File: config.mk
export PLATFORM = sky130hd
export DESIGN_NAME = cscan_disk_scheduler_unit
export DESIGN_NICKNAME = d
export VERILOG_FILES = /design/src/rtl/core/cscan_pkg.sv /design/src/rtl/core/cscan_disk_scheduler_unit.sv
export VERILOG_INCLUDE_DIRS = /design/src /design/src/rtl/core
export SDC_FILE = /design/constraint.sdc
export NUM_CORES = 1
export LEC_CHECK = 0
export BUFFER_PORTS_ARGS = -buffer_cell sky130_fd_sc_hd__clkbuf_2
export CAP_MARGIN = 20
export CORE_UTILIZATION = 60
export CTS_BUF_LIST = sky130_fd_sc_hd__clkbuf_4 sky130_fd_sc_hd__clkbuf_8 sky130_fd_sc_hd__clkbuf_16
export CTS_CLUSTER_SIZE = 14
export DETAILED_ROUTE_END_ITERATION = 10
export GPL_TIMING_DRIVEN = 0
export PLACE_DENSITY = 0.81
export SYNTH_ARGS = -nofsm -noshare
export SYNTH_HDL_FRONTEND = slang
export SYNTH_SLANG_ARGS = --single-unit
File: constraint.sdc
create_clock -name clk -period 16.1 [get_ports clk]
set_clock_uncertainty 0.1 [all_clocks]
set_input_delay 0.805 -clock clk [delete_from_list [all_inputs] [get_ports clk]]
set_output_delay 0.805 -clock clk [all_outputs]
set_load 0.02 [all_outputs]
File: src/rtl/core/assert_macros.svh
// Assertion macros used by the top-level RTL file of the scheduler.
`ifndef ASSERT_MACROS_SVH
`define ASSERT_MACROS_SVH

// Check an implication on every rising edge of clk, skipped while rst is high.
`define ASSERT_CLK(label, prop, msg) \
  label: assert property (@(posedge clk) disable iff (rst) (prop)) else $error(msg);

// Check that a condition never holds on a rising edge of clk outside reset.
`define ASSERT_NEVER(label, cond, msg) \
  label: assert property (@(posedge clk) disable iff (rst) !(cond)) else $error(msg);

`endif

File: src/rtl/core/cscan_pkg.sv
// Package with widths, register indexes and reset values of the C-SCAN scheduler.
`default_nettype none

package cscan_pkg;

  localparam int PosW     = 10;
  localparam int SumW     = 16;
  localparam int CfgAddrW = 2;

  // Configuration register indexes
  localparam logic [CfgAddrW-1:0] RegStartHead   = 2'd0;
  localparam logic [CfgAddrW-1:0] RegDirectionUp = 2'd1;
  localparam logic [CfgAddrW-1:0] RegTopCylinder = 2'd2;

  // Register reset values
  localparam logic [PosW-1:0] StartHeadReset   = 10'd0;
  localparam logic            DirectionUpReset = 1'b1;
  localparam logic [PosW-1:0] TopCylinderReset = 10'd199;

  localparam logic [SumW-1:0] SumMax = {SumW{1'b1}};

endpackage

`default_nettype wire

File: src/rtl/core/cscan_disk_scheduler_unit.sv
// Top level of the C-SCAN disk scheduler: request store, ranking pass and move sequencer.
`default_nettype none
// Usage
//   Requests enter one item per cycle: an item is taken at a rising edge with
//   start high and busy low. Items without last_request are only stored; once
//   MAX_REQUESTS are stored, further requests are dropped.
//   The item with last_request set stores its request (if there is room) and
//   starts serving the batch of n stored requests.
//   Serving first ranks the batch: each request is read as a pivot and then
//   compared against every stored request through the store's read port, and
//   ranking writes the sorted copy into a second memory. Moves then follow:
//   each request is read from the sorted memory and then emitted, with the
//   end-of-sweep move and the return jump between the two sweeps.
//   Each result (position, total_movement, last_move) is shown for exactly one
//   cycle with strobe high; the receiver cannot stall. busy stays high from
//   the last item until the final move, whose strobe cycle already sees busy
//   low. Configuration writes (cfg_we, cfg_addr, cfg_wdata) take effect at
//   once and are meant for idle periods only.
//   Synchronous reset empties the batch and restores register defaults; the
//   memories are not cleared, and only entries written in a batch are read.
module cscan_disk_scheduler_unit
  import cscan_pkg::*;
#(
  parameter int MAX_REQUESTS = 32
) (
  input  wire logic                clk,
  input  wire logic                rst,
  input  wire logic                start,
  output      logic                busy,
  input  wire logic [PosW-1:0]     request_cylinder,
  input  wire logic                last_request,
  input  wire logic                cfg_we,
  input  wire logic [CfgAddrW-1:0] cfg_addr,
  input  wire logic [PosW-1:0]     cfg_wdata,
  output      logic                strobe,
  output      logic [PosW-1:0]     position,
  output      logic [SumW-1:0]     total_movement,
  output      logic                last_move
);

  localparam int IdxW = (MAX_REQUESTS > 1) ? $clog2(MAX_REQUESTS) : 1;
  localparam int CntW = $clog2(MAX_REQUESTS + 1);
  localparam logic [CntW-1:0] MaxCount = CntW'(MAX_REQUESTS);

  typedef enum logic [3:0] {
    ST_IDLE,
    ST_RPIV,
    ST_RPIVW,
    ST_RSCAN,
    ST_RWR,
    ST_ARD,
    ST_AEM,
    ST_EDGE,
    ST_JUMP,
    ST_DRD,
    ST_DEM
  } state_t;

  state_t state;

  // Configuration registers
  logic [PosW-1:0] start_head;
  logic            direction_up;
  logic [PosW-1:0] top_cylinder;

  // Control state
  logic [CntW-1:0] count;
  logic [CntW-1:0] n;
  logic [CntW-1:0] split;
  logic [CntW-1:0] j_idx;
  logic [IdxW-1:0] i_idx;
  logic [IdxW-1:0] k_idx;
  logic [IdxW-1:0] rank;
  logic [IdxW-1:0] cmp_idx;
  logic            cmp_v;
  logic [PosW-1:0] pivot;
  logic [PosW-1:0] head;
  logic [SumW-1:0] sum;

  // Memories
  logic [PosW-1:0] store_mem  [MAX_REQUESTS];
  logic [PosW-1:0] sorted_mem [MAX_REQUESTS];
  logic [PosW-1:0] st_rd;
  logic [PosW-1:0] so_rd;

  logic            accept;
  logic            st_rd_en;
  logic [IdxW-1:0] st_rd_addr;
  logic            so_rd_en;
  logic [IdxW-1:0] so_rd_addr;

  logic            emit_en;
  logic [PosW-1:0] emit_tgt;
  logic            emit_jump;
  logic            emit_last;
  logic [PosW-1:0] move_dist;
  logic [SumW:0]   sum_wide;
  logic [SumW-1:0] sum_next;

  logic [CntW-1:0] n_m1;
  logic [CntW-1:0] split_m1;
  logic [CntW-1:0] k_wide;
  logic            a_empty;
  logic            d_empty;
  logic            a_end;
  logic            d_end;
  logic            hit;
  logic [CntW-1:0] count_next;

  assign busy   = (state != ST_IDLE);
  assign accept = start && !busy;

  assign n_m1     = n - 1'b1;
  assign split_m1 = split - 1'b1;
  assign k_wide   = CntW'(k_idx);
  assign a_empty  = direction_up ? (split == n) : (split == '0);
  assign d_empty  = direction_up ? (split == '0) : (split == n);
  assign a_end    = direction_up ? (k_wide == n_m1) : (k_idx == '0);
  assign d_end    = direction_up ? (k_wide == split_m1) : (k_wide == n_m1);

  // Rank test: stored value sorts before the pivot, ties broken by position
  assign hit = (st_rd < pivot) || ((st_rd == pivot) && (cmp_idx < i_idx));

  assign count_next = (count < MaxCount) ? count + 1'b1 : count;

  // Select memory reads and the move to emit
  always_comb begin
    st_rd_en   = 1'b0;
    st_rd_addr = i_idx;
    so_rd_en   = 1'b0;
    so_rd_addr = k_idx;
    emit_en    = 1'b0;
    emit_tgt   = so_rd;
    emit_jump  = 1'b0;
    emit_last  = 1'b0;
    unique case (state)
      ST_RPIV: begin
        st_rd_en   = 1'b1;
        st_rd_addr = i_idx;
      end
      ST_RSCAN: begin
        st_rd_en   = (j_idx < n);
        st_rd_addr = j_idx[IdxW-1:0];
      end
      ST_ARD, ST_DRD: begin
        so_rd_en = 1'b1;
      end
      ST_AEM: begin
        emit_en = 1'b1;
      end
      ST_EDGE: begin
        emit_en  = 1'b1;
        emit_tgt = direction_up ? top_cylinder : '0;
      end
      ST_JUMP: begin
        emit_en   = 1'b1;
        emit_tgt  = direction_up ? '0 : top_cylinder;
        emit_jump = 1'b1;
        emit_last = d_empty;
      end
      ST_DEM: begin
        emit_en   = 1'b1;
        emit_last = d_end;
      end
      default: begin
      end
    endcase
  end

  // Move distance and saturating running total
  always_comb begin
    if (emit_jump) begin
      move_dist = top_cylinder;
    end else if (emit_tgt >= head) begin
      move_dist = emit_tgt - head;
    end else begin
      move_dist = head - emit_tgt;
    end
    sum_wide = {1'b0, sum} + (SumW + 1)'(move_dist);
    sum_next = sum_wide[SumW] ? SumMax : sum_wide[SumW-1:0];
  end

  // Request store: written on load, read during ranking
  always_ff @(posedge clk) begin
    if (accept && (count < MaxCount)) begin
      store_mem[count[IdxW-1:0]] <= request_cylinder;
    end
    if (st_rd_en) begin
      st_rd <= store_mem[st_rd_addr];
    end
  end

  // Sorted copy: written by rank, read during serving
  always_ff @(posedge clk) begin
    if (state == ST_RWR) begin
      sorted_mem[rank] <= pivot;
    end
    if (so_rd_en) begin
      so_rd <= sorted_mem[so_rd_addr];
    end
  end

  // Sequencer, configuration and registered outputs
  always_ff @(posedge clk) begin
    if (rst) begin
      state          <= ST_IDLE;
      start_head     <= StartHeadReset;
      direction_up   <= DirectionUpReset;
      top_cylinder   <= TopCylinderReset;
      count          <= '0;
      n              <= '0;
      split          <= '0;
      j_idx          <= '0;
      i_idx          <= '0;
      k_idx          <= '0;
      rank           <= '0;
      cmp_v          <= 1'b0;
      head           <= '0;
      sum            <= '0;
      strobe         <= 1'b0;
      last_move      <= 1'b0;
    end else begin
      // Write configuration
      if (cfg_we) begin
        unique case (cfg_addr)
          RegStartHead:   start_head   <= cfg_wdata;
          RegDirectionUp: direction_up <= cfg_wdata[0];
          RegTopCylinder: top_cylinder <= cfg_wdata;
          default: begin
          end
        endcase
      end

      // Drive one result per move
      strobe <= emit_en;
      if (emit_en) begin
        head           <= emit_tgt;
        sum            <= sum_next;
        position       <= emit_tgt;
        total_movement <= sum_next;
        last_move      <= emit_last;
      end

      unique case (state)
        ST_IDLE: begin
          if (accept) begin
            count <= count_next;
            if (last_request) begin
              n     <= count_next;
              split <= '0;
              i_idx <= '0;
              state <= ST_RPIV;
            end
          end
        end
        ST_RPIV: begin
          state <= ST_RPIVW;
        end
        ST_RPIVW: begin
          // Latch pivot and count requests below the start head
          pivot <= st_rd;
          if (st_rd < start_head) begin
            split <= split + 1'b1;
          end
          j_idx <= '0;
          rank  <= '0;
          cmp_v <= 1'b0;
          state <= ST_RSCAN;
        end
        ST_RSCAN: begin
          if (cmp_v && hit) begin
            rank <= rank + 1'b1;
          end
          if (j_idx < n) begin
            cmp_v   <= 1'b1;
            cmp_idx <= j_idx[IdxW-1:0];
            j_idx   <= j_idx + 1'b1;
          end else begin
            cmp_v <= 1'b0;
            if (cmp_v) begin
              state <= ST_RWR;
            end
          end
        end
        ST_RWR: begin
          if (CntW'(i_idx) == n_m1) begin
            // Ranking done: start the schedule from the start head
            head <= start_head;
            sum  <= '0;
            if (direction_up) begin
              k_idx <= split[IdxW-1:0];
            end else begin
              k_idx <= split_m1[IdxW-1:0];
            end
            state <= a_empty ? ST_EDGE : ST_ARD;
          end else begin
            i_idx <= i_idx + 1'b1;
            state <= ST_RPIV;
          end
        end
        ST_ARD: begin
          state <= ST_AEM;
        end
        ST_AEM: begin
          if (a_end) begin
            state <= ST_EDGE;
          end else begin
            k_idx <= direction_up ? k_idx + 1'b1 : k_idx - 1'b1;
            state <= ST_ARD;
          end
        end
        ST_EDGE: begin
          state <= ST_JUMP;
        end
        ST_JUMP: begin
          if (d_empty) begin
            count <= '0;
            state <= ST_IDLE;
          end else begin
            k_idx <= direction_up ? '0 : split[IdxW-1:0];
            state <= ST_DRD;
          end
        end
        ST_DRD: begin
          state <= ST_DEM;
        end
        ST_DEM: begin
          if (d_end) begin
            count <= '0;
            state <= ST_IDLE;
          end else begin
            k_idx <= k_idx + 1'b1;
            state <= ST_DRD;
          end
        end
        default: begin
          state <= ST_IDLE;
        end
      endcase
    end
  end

`include "assert_macros.svh"

  `ASSERT_CLK(a_last_has_strobe, last_move && strobe |-> busy == 1'b0, "final move left busy high")
  `ASSERT_CLK(a_strobe_from_serve, strobe |-> $past(busy), "result without a batch in service")
  `ASSERT_CLK(a_rank_in_range, state == ST_RWR |-> CntW'(rank) < n, "rank beyond batch size")
  `ASSERT_NEVER(a_batch_overflow, count > MaxCount, "request count beyond store depth")

endmodule

`default_nettype wire
==> flow_summary.ini <==
[worst_setup_path]
crit_path_max_fanout = 10
cpMostUsedCell = a21oi_1
cp.required_ps = 16520
cp_slowest_stage_delay_ps = 710
path_buf_inv = 3
slowest_stage = mux2i_1
worstPathArrival_ps = 8020
critical_path_class = reg2reg
cp_top_family = compound AO/OA/AOI/OAI gates
start_kind = flip-flop
endpoint_kind = flip-flop

[clocking]
clkSlewWorstSetupHoldPaths_ps = 60
worstSkewPairLatency_ps = 640
cts_tree = built
clock_sinks = 794
root_buffer = clkbuf_16
clockBufferDepth = 3
postCtsSetupRepairBufs = 0
post_cts_resized = 0
cts_htree_levels = 3
holdBufCountCts = 0
cts_buffers = 79

[placement]
gp_congestion = 0.983
io_buffers = 54
hpwl_um = 50800
dpl.cell_count = 2903

[sta]
fin_crit_sh_pct = 47.2
maxSlewViolCount = 0
relSlewSlack_pct = 26.2
tightestPinTransition_ps = 1100
min_period_ps = 7600
hold_viol = 0
rsz0062_at_grt = false
fin_setup_tns_ps = 0
timing.fmax_mhz = 132
finalSetupViolations = 0

[grt]
grt_pass1_wl_um = 119000
grt_util_met1_pct = 38.0
grt-busiest-layer = met2
grt_antenna_before_repair = 2
grt_use_met2_pct = 45.9
grt_start_max_net_pins = 34
grt_pass1_vias = 19400
grt_usage_pct = 28.2
met3_usage_pct = 5.16
grt-ovfl-total = 0

[route]
drtIter0Drc = 1981
wl_um = 80000
wl_per_cell_um = 26.1
num_vias = 19700
viasPerCell = 6.43
firstDrtPassIters = 6
ant_nets = 0
remaining_drc_errors = 0

[pwr]
p_leak_nw = 12.6
powerDensity_mw_per_mm2 = 126
ir_drop_mv = 0.133

[floorplan]
rows = 86
fp.dieW_um = 240
num_io_pins = 56
die_h_um = 240
start_util_pct = 61.2
fp.dieArea_mm2 = 0.0574
fp.coreArea_mm2 = 0.0554

[synth]
netlist_instances = 2098
ys_seq_elements = 794
async_flop_share_pct = 0
ys_warn_count = 0
syn_avg_cell_area_um2 = 16.2
ys_types = 73
ys_seq_area_share_pct = 67.6
syn_nets = 2204
ys.flop_type = edfxtp_1
synth_edf_count = 701
synth_area_mm2 = 0.0339

[outcome]
status = finished clean

[cells_and_area]
antenna_cells = 0
areaGrowthSynthToFinish_pct = 12.5
nets = 2360
drive_above_1_share_pct = 19.2
finalNonFillerCells = 3067
fin_util_pct = 68.8

[run]
drv_cap = 0

[worst_hold_path]
holdCritPathClass = in2reg
[per-layer routing]
layer  vias to the layer above  wire length, µm
li1                       8498                -
met1                      9954            30800
met2                      1067            39100
met3                       210             6590
met4                         4             3520
met5                         -               17
[registers in the layout, summed over array words and instances, names as in the netlist, 6 cells and up]
register	flops
j_idx	6
split	6
total_movement	16
top_cylinder	10
store_mem	320
pivot	10
start_head	10
sorted_mem	320
so_rd	10
head	10
count	6
position	10
n	6
st_rd	10
sum	16
[cell usage in the layout (no fill, tap or decap), types with 37 or more instances in the layout]
cell type / n
xnor2_1: 39
ha_1: 76
clkbuf_16: 82
nor2_1: 194
nand2_1: 134
o21ai_0: 37
mux4_2: 180
clkbuf_1: 75
a21oi_1: 87
inv_1: 70
edfxtp_1: 701
mux2i_1: 47
dfxtp_1: 93
clkbuf_2: 54
[cells in the mapped netlist (4+ instances only)]
cell / number / area (µm²)
or2_2: 7 / 43.8
nand2b_1: 17 / 106
mux4_2: 180 / 4050
nor3_1: 18 / 90.1
a22oi_1: 11 / 82.6
o21ai_0: 37 / 185
nand2_1: 134 / 503
a32o_1: 12 / 120
a221oi_1: 11 / 96.3
and2_1: 4 / 25.0
o31ai_1: 10 / 75.1
buf_2: 13 / 65.1
xor2_1: 21 / 184
edfxtp_1: 701 / 21100
a311oi_1: 4 / 35.0
inv_1: 70 / 263
a211o_1: 10 / 87.6
mux2i_1: 47 / 470
xnor2_1: 39 / 342
or3_1: 10 / 62.6
a21oi_1: 87 / 435
o21a_1: 10 / 75.1
clkbuf_1: 75 / 282
nand3_1: 26 / 130
a21o_1: 13 / 97.6
ha_1: 76 / 951
nor2b_1: 11 / 68.8
nand4_1: 12 / 75.1
dfxtp_1: 93 / 1860
buf_1: 9 / 33.8
o21bai_1: 4 / 30.0
mux2_2: 14 / 158
a21boi_0: 4 / 30.0
a211oi_1: 18 / 135
a31oi_1: 9 / 56.3
nor2_1: 195 / 732
buf_4: 4 / 30.0
o22ai_1: 4 / 25.0
nand3b_1: 16 / 120
and3_1: 7 / 43.8
[worst register-to-register path: stages (launching register included)]
cell and delay [ps]:
dfxtp_1 490, nand2b_1 90, clkbuf_1 220, nor2_4 260
nand2_1 230, mux2i_1 710, a22oi_1 270, ha_1 280
fa_1 440, nand3b_1 200, nand2_1 110, o2111ai_1 160
a21oi_1 480, clkbuf_1 520, mux2i_1 280, xnor2_1 140
a21oi_1 100, ha_1 340, nor2b_1 140, o21a_1 170
o21ai_0 310, a211oi_1 180, o2111ai_1 570, clkbuf_1 390
a21oi_1 120, a21oi_1 140, nor2_1 50
[report_power, final]
part	internal (mW)	switching, mW
Combinational	0.190	0.305
Clock	1.12	0.793
Sequential	2.32	0.0572
[cell type report]
cell class	instances	area [µm²]
Buffer	102	422
Multi-Input combinational cell	1130	10300
Tap cell	748	936
Fill cell	3437	17300
Inverter	72	270
Clock inverter	45	507
Timing Repair Buffer	75	594
Clock buffer	101	2200
Sequential cell	794	22900
[final timing paths]
path                                                     end  slack (ps)  cells past startpoint                   from
worst max-delay path                       sum[4]$_SDFF_PP0_        8500                     26  state[3]$_SDFFE_PP0P_
worst min-delay path            top_cylinder[9]$_SDFFE_PP0P_         350                      3           cfg_wdata[9]
worst max register to register             sum[4]$_SDFF_PP0_        8500                     26  state[3]$_SDFFE_PP0P_
worst min register to register             sum[8]$_SDFF_PP0_         360                      2      sum[8]$_SDFF_PP0_
[cells by family (layout without fill, tap and decap cells)]
| kind of cell | count (synthesis) | after routing | synth area share (%) |
|---|---|---|---|
| flops | 794 | 794 | 67.6 |
| mux | 242 | 242 | 13.9 |
| xor+xnor | 60 | 60 | 1.55 |
| compound gates | 271 | 271 | 5.46 |
| simple gates | 478 | 478 | 6.51 |
| fa+ha+maj | 79 | 79 | 2.98 |
| buf+inv | 174 | 395 | 2.04 |
[through the flow]
step           worst slack [ps]  hold slack, ps  cell area, µm²  power, mW
3_5_place_dp               8680             359           35100       2.89
2_1_floorplan             10070             336           33900       2.72
3_3_place_gp               8690             346           35100       2.86
6_report                   8500             352           38100       4.79
4_1_cts                    8620             329           37800       4.77
5_1_grt                    8030             333           38100       4.92
Note: power is estimated with default switching activity, not from simulation.
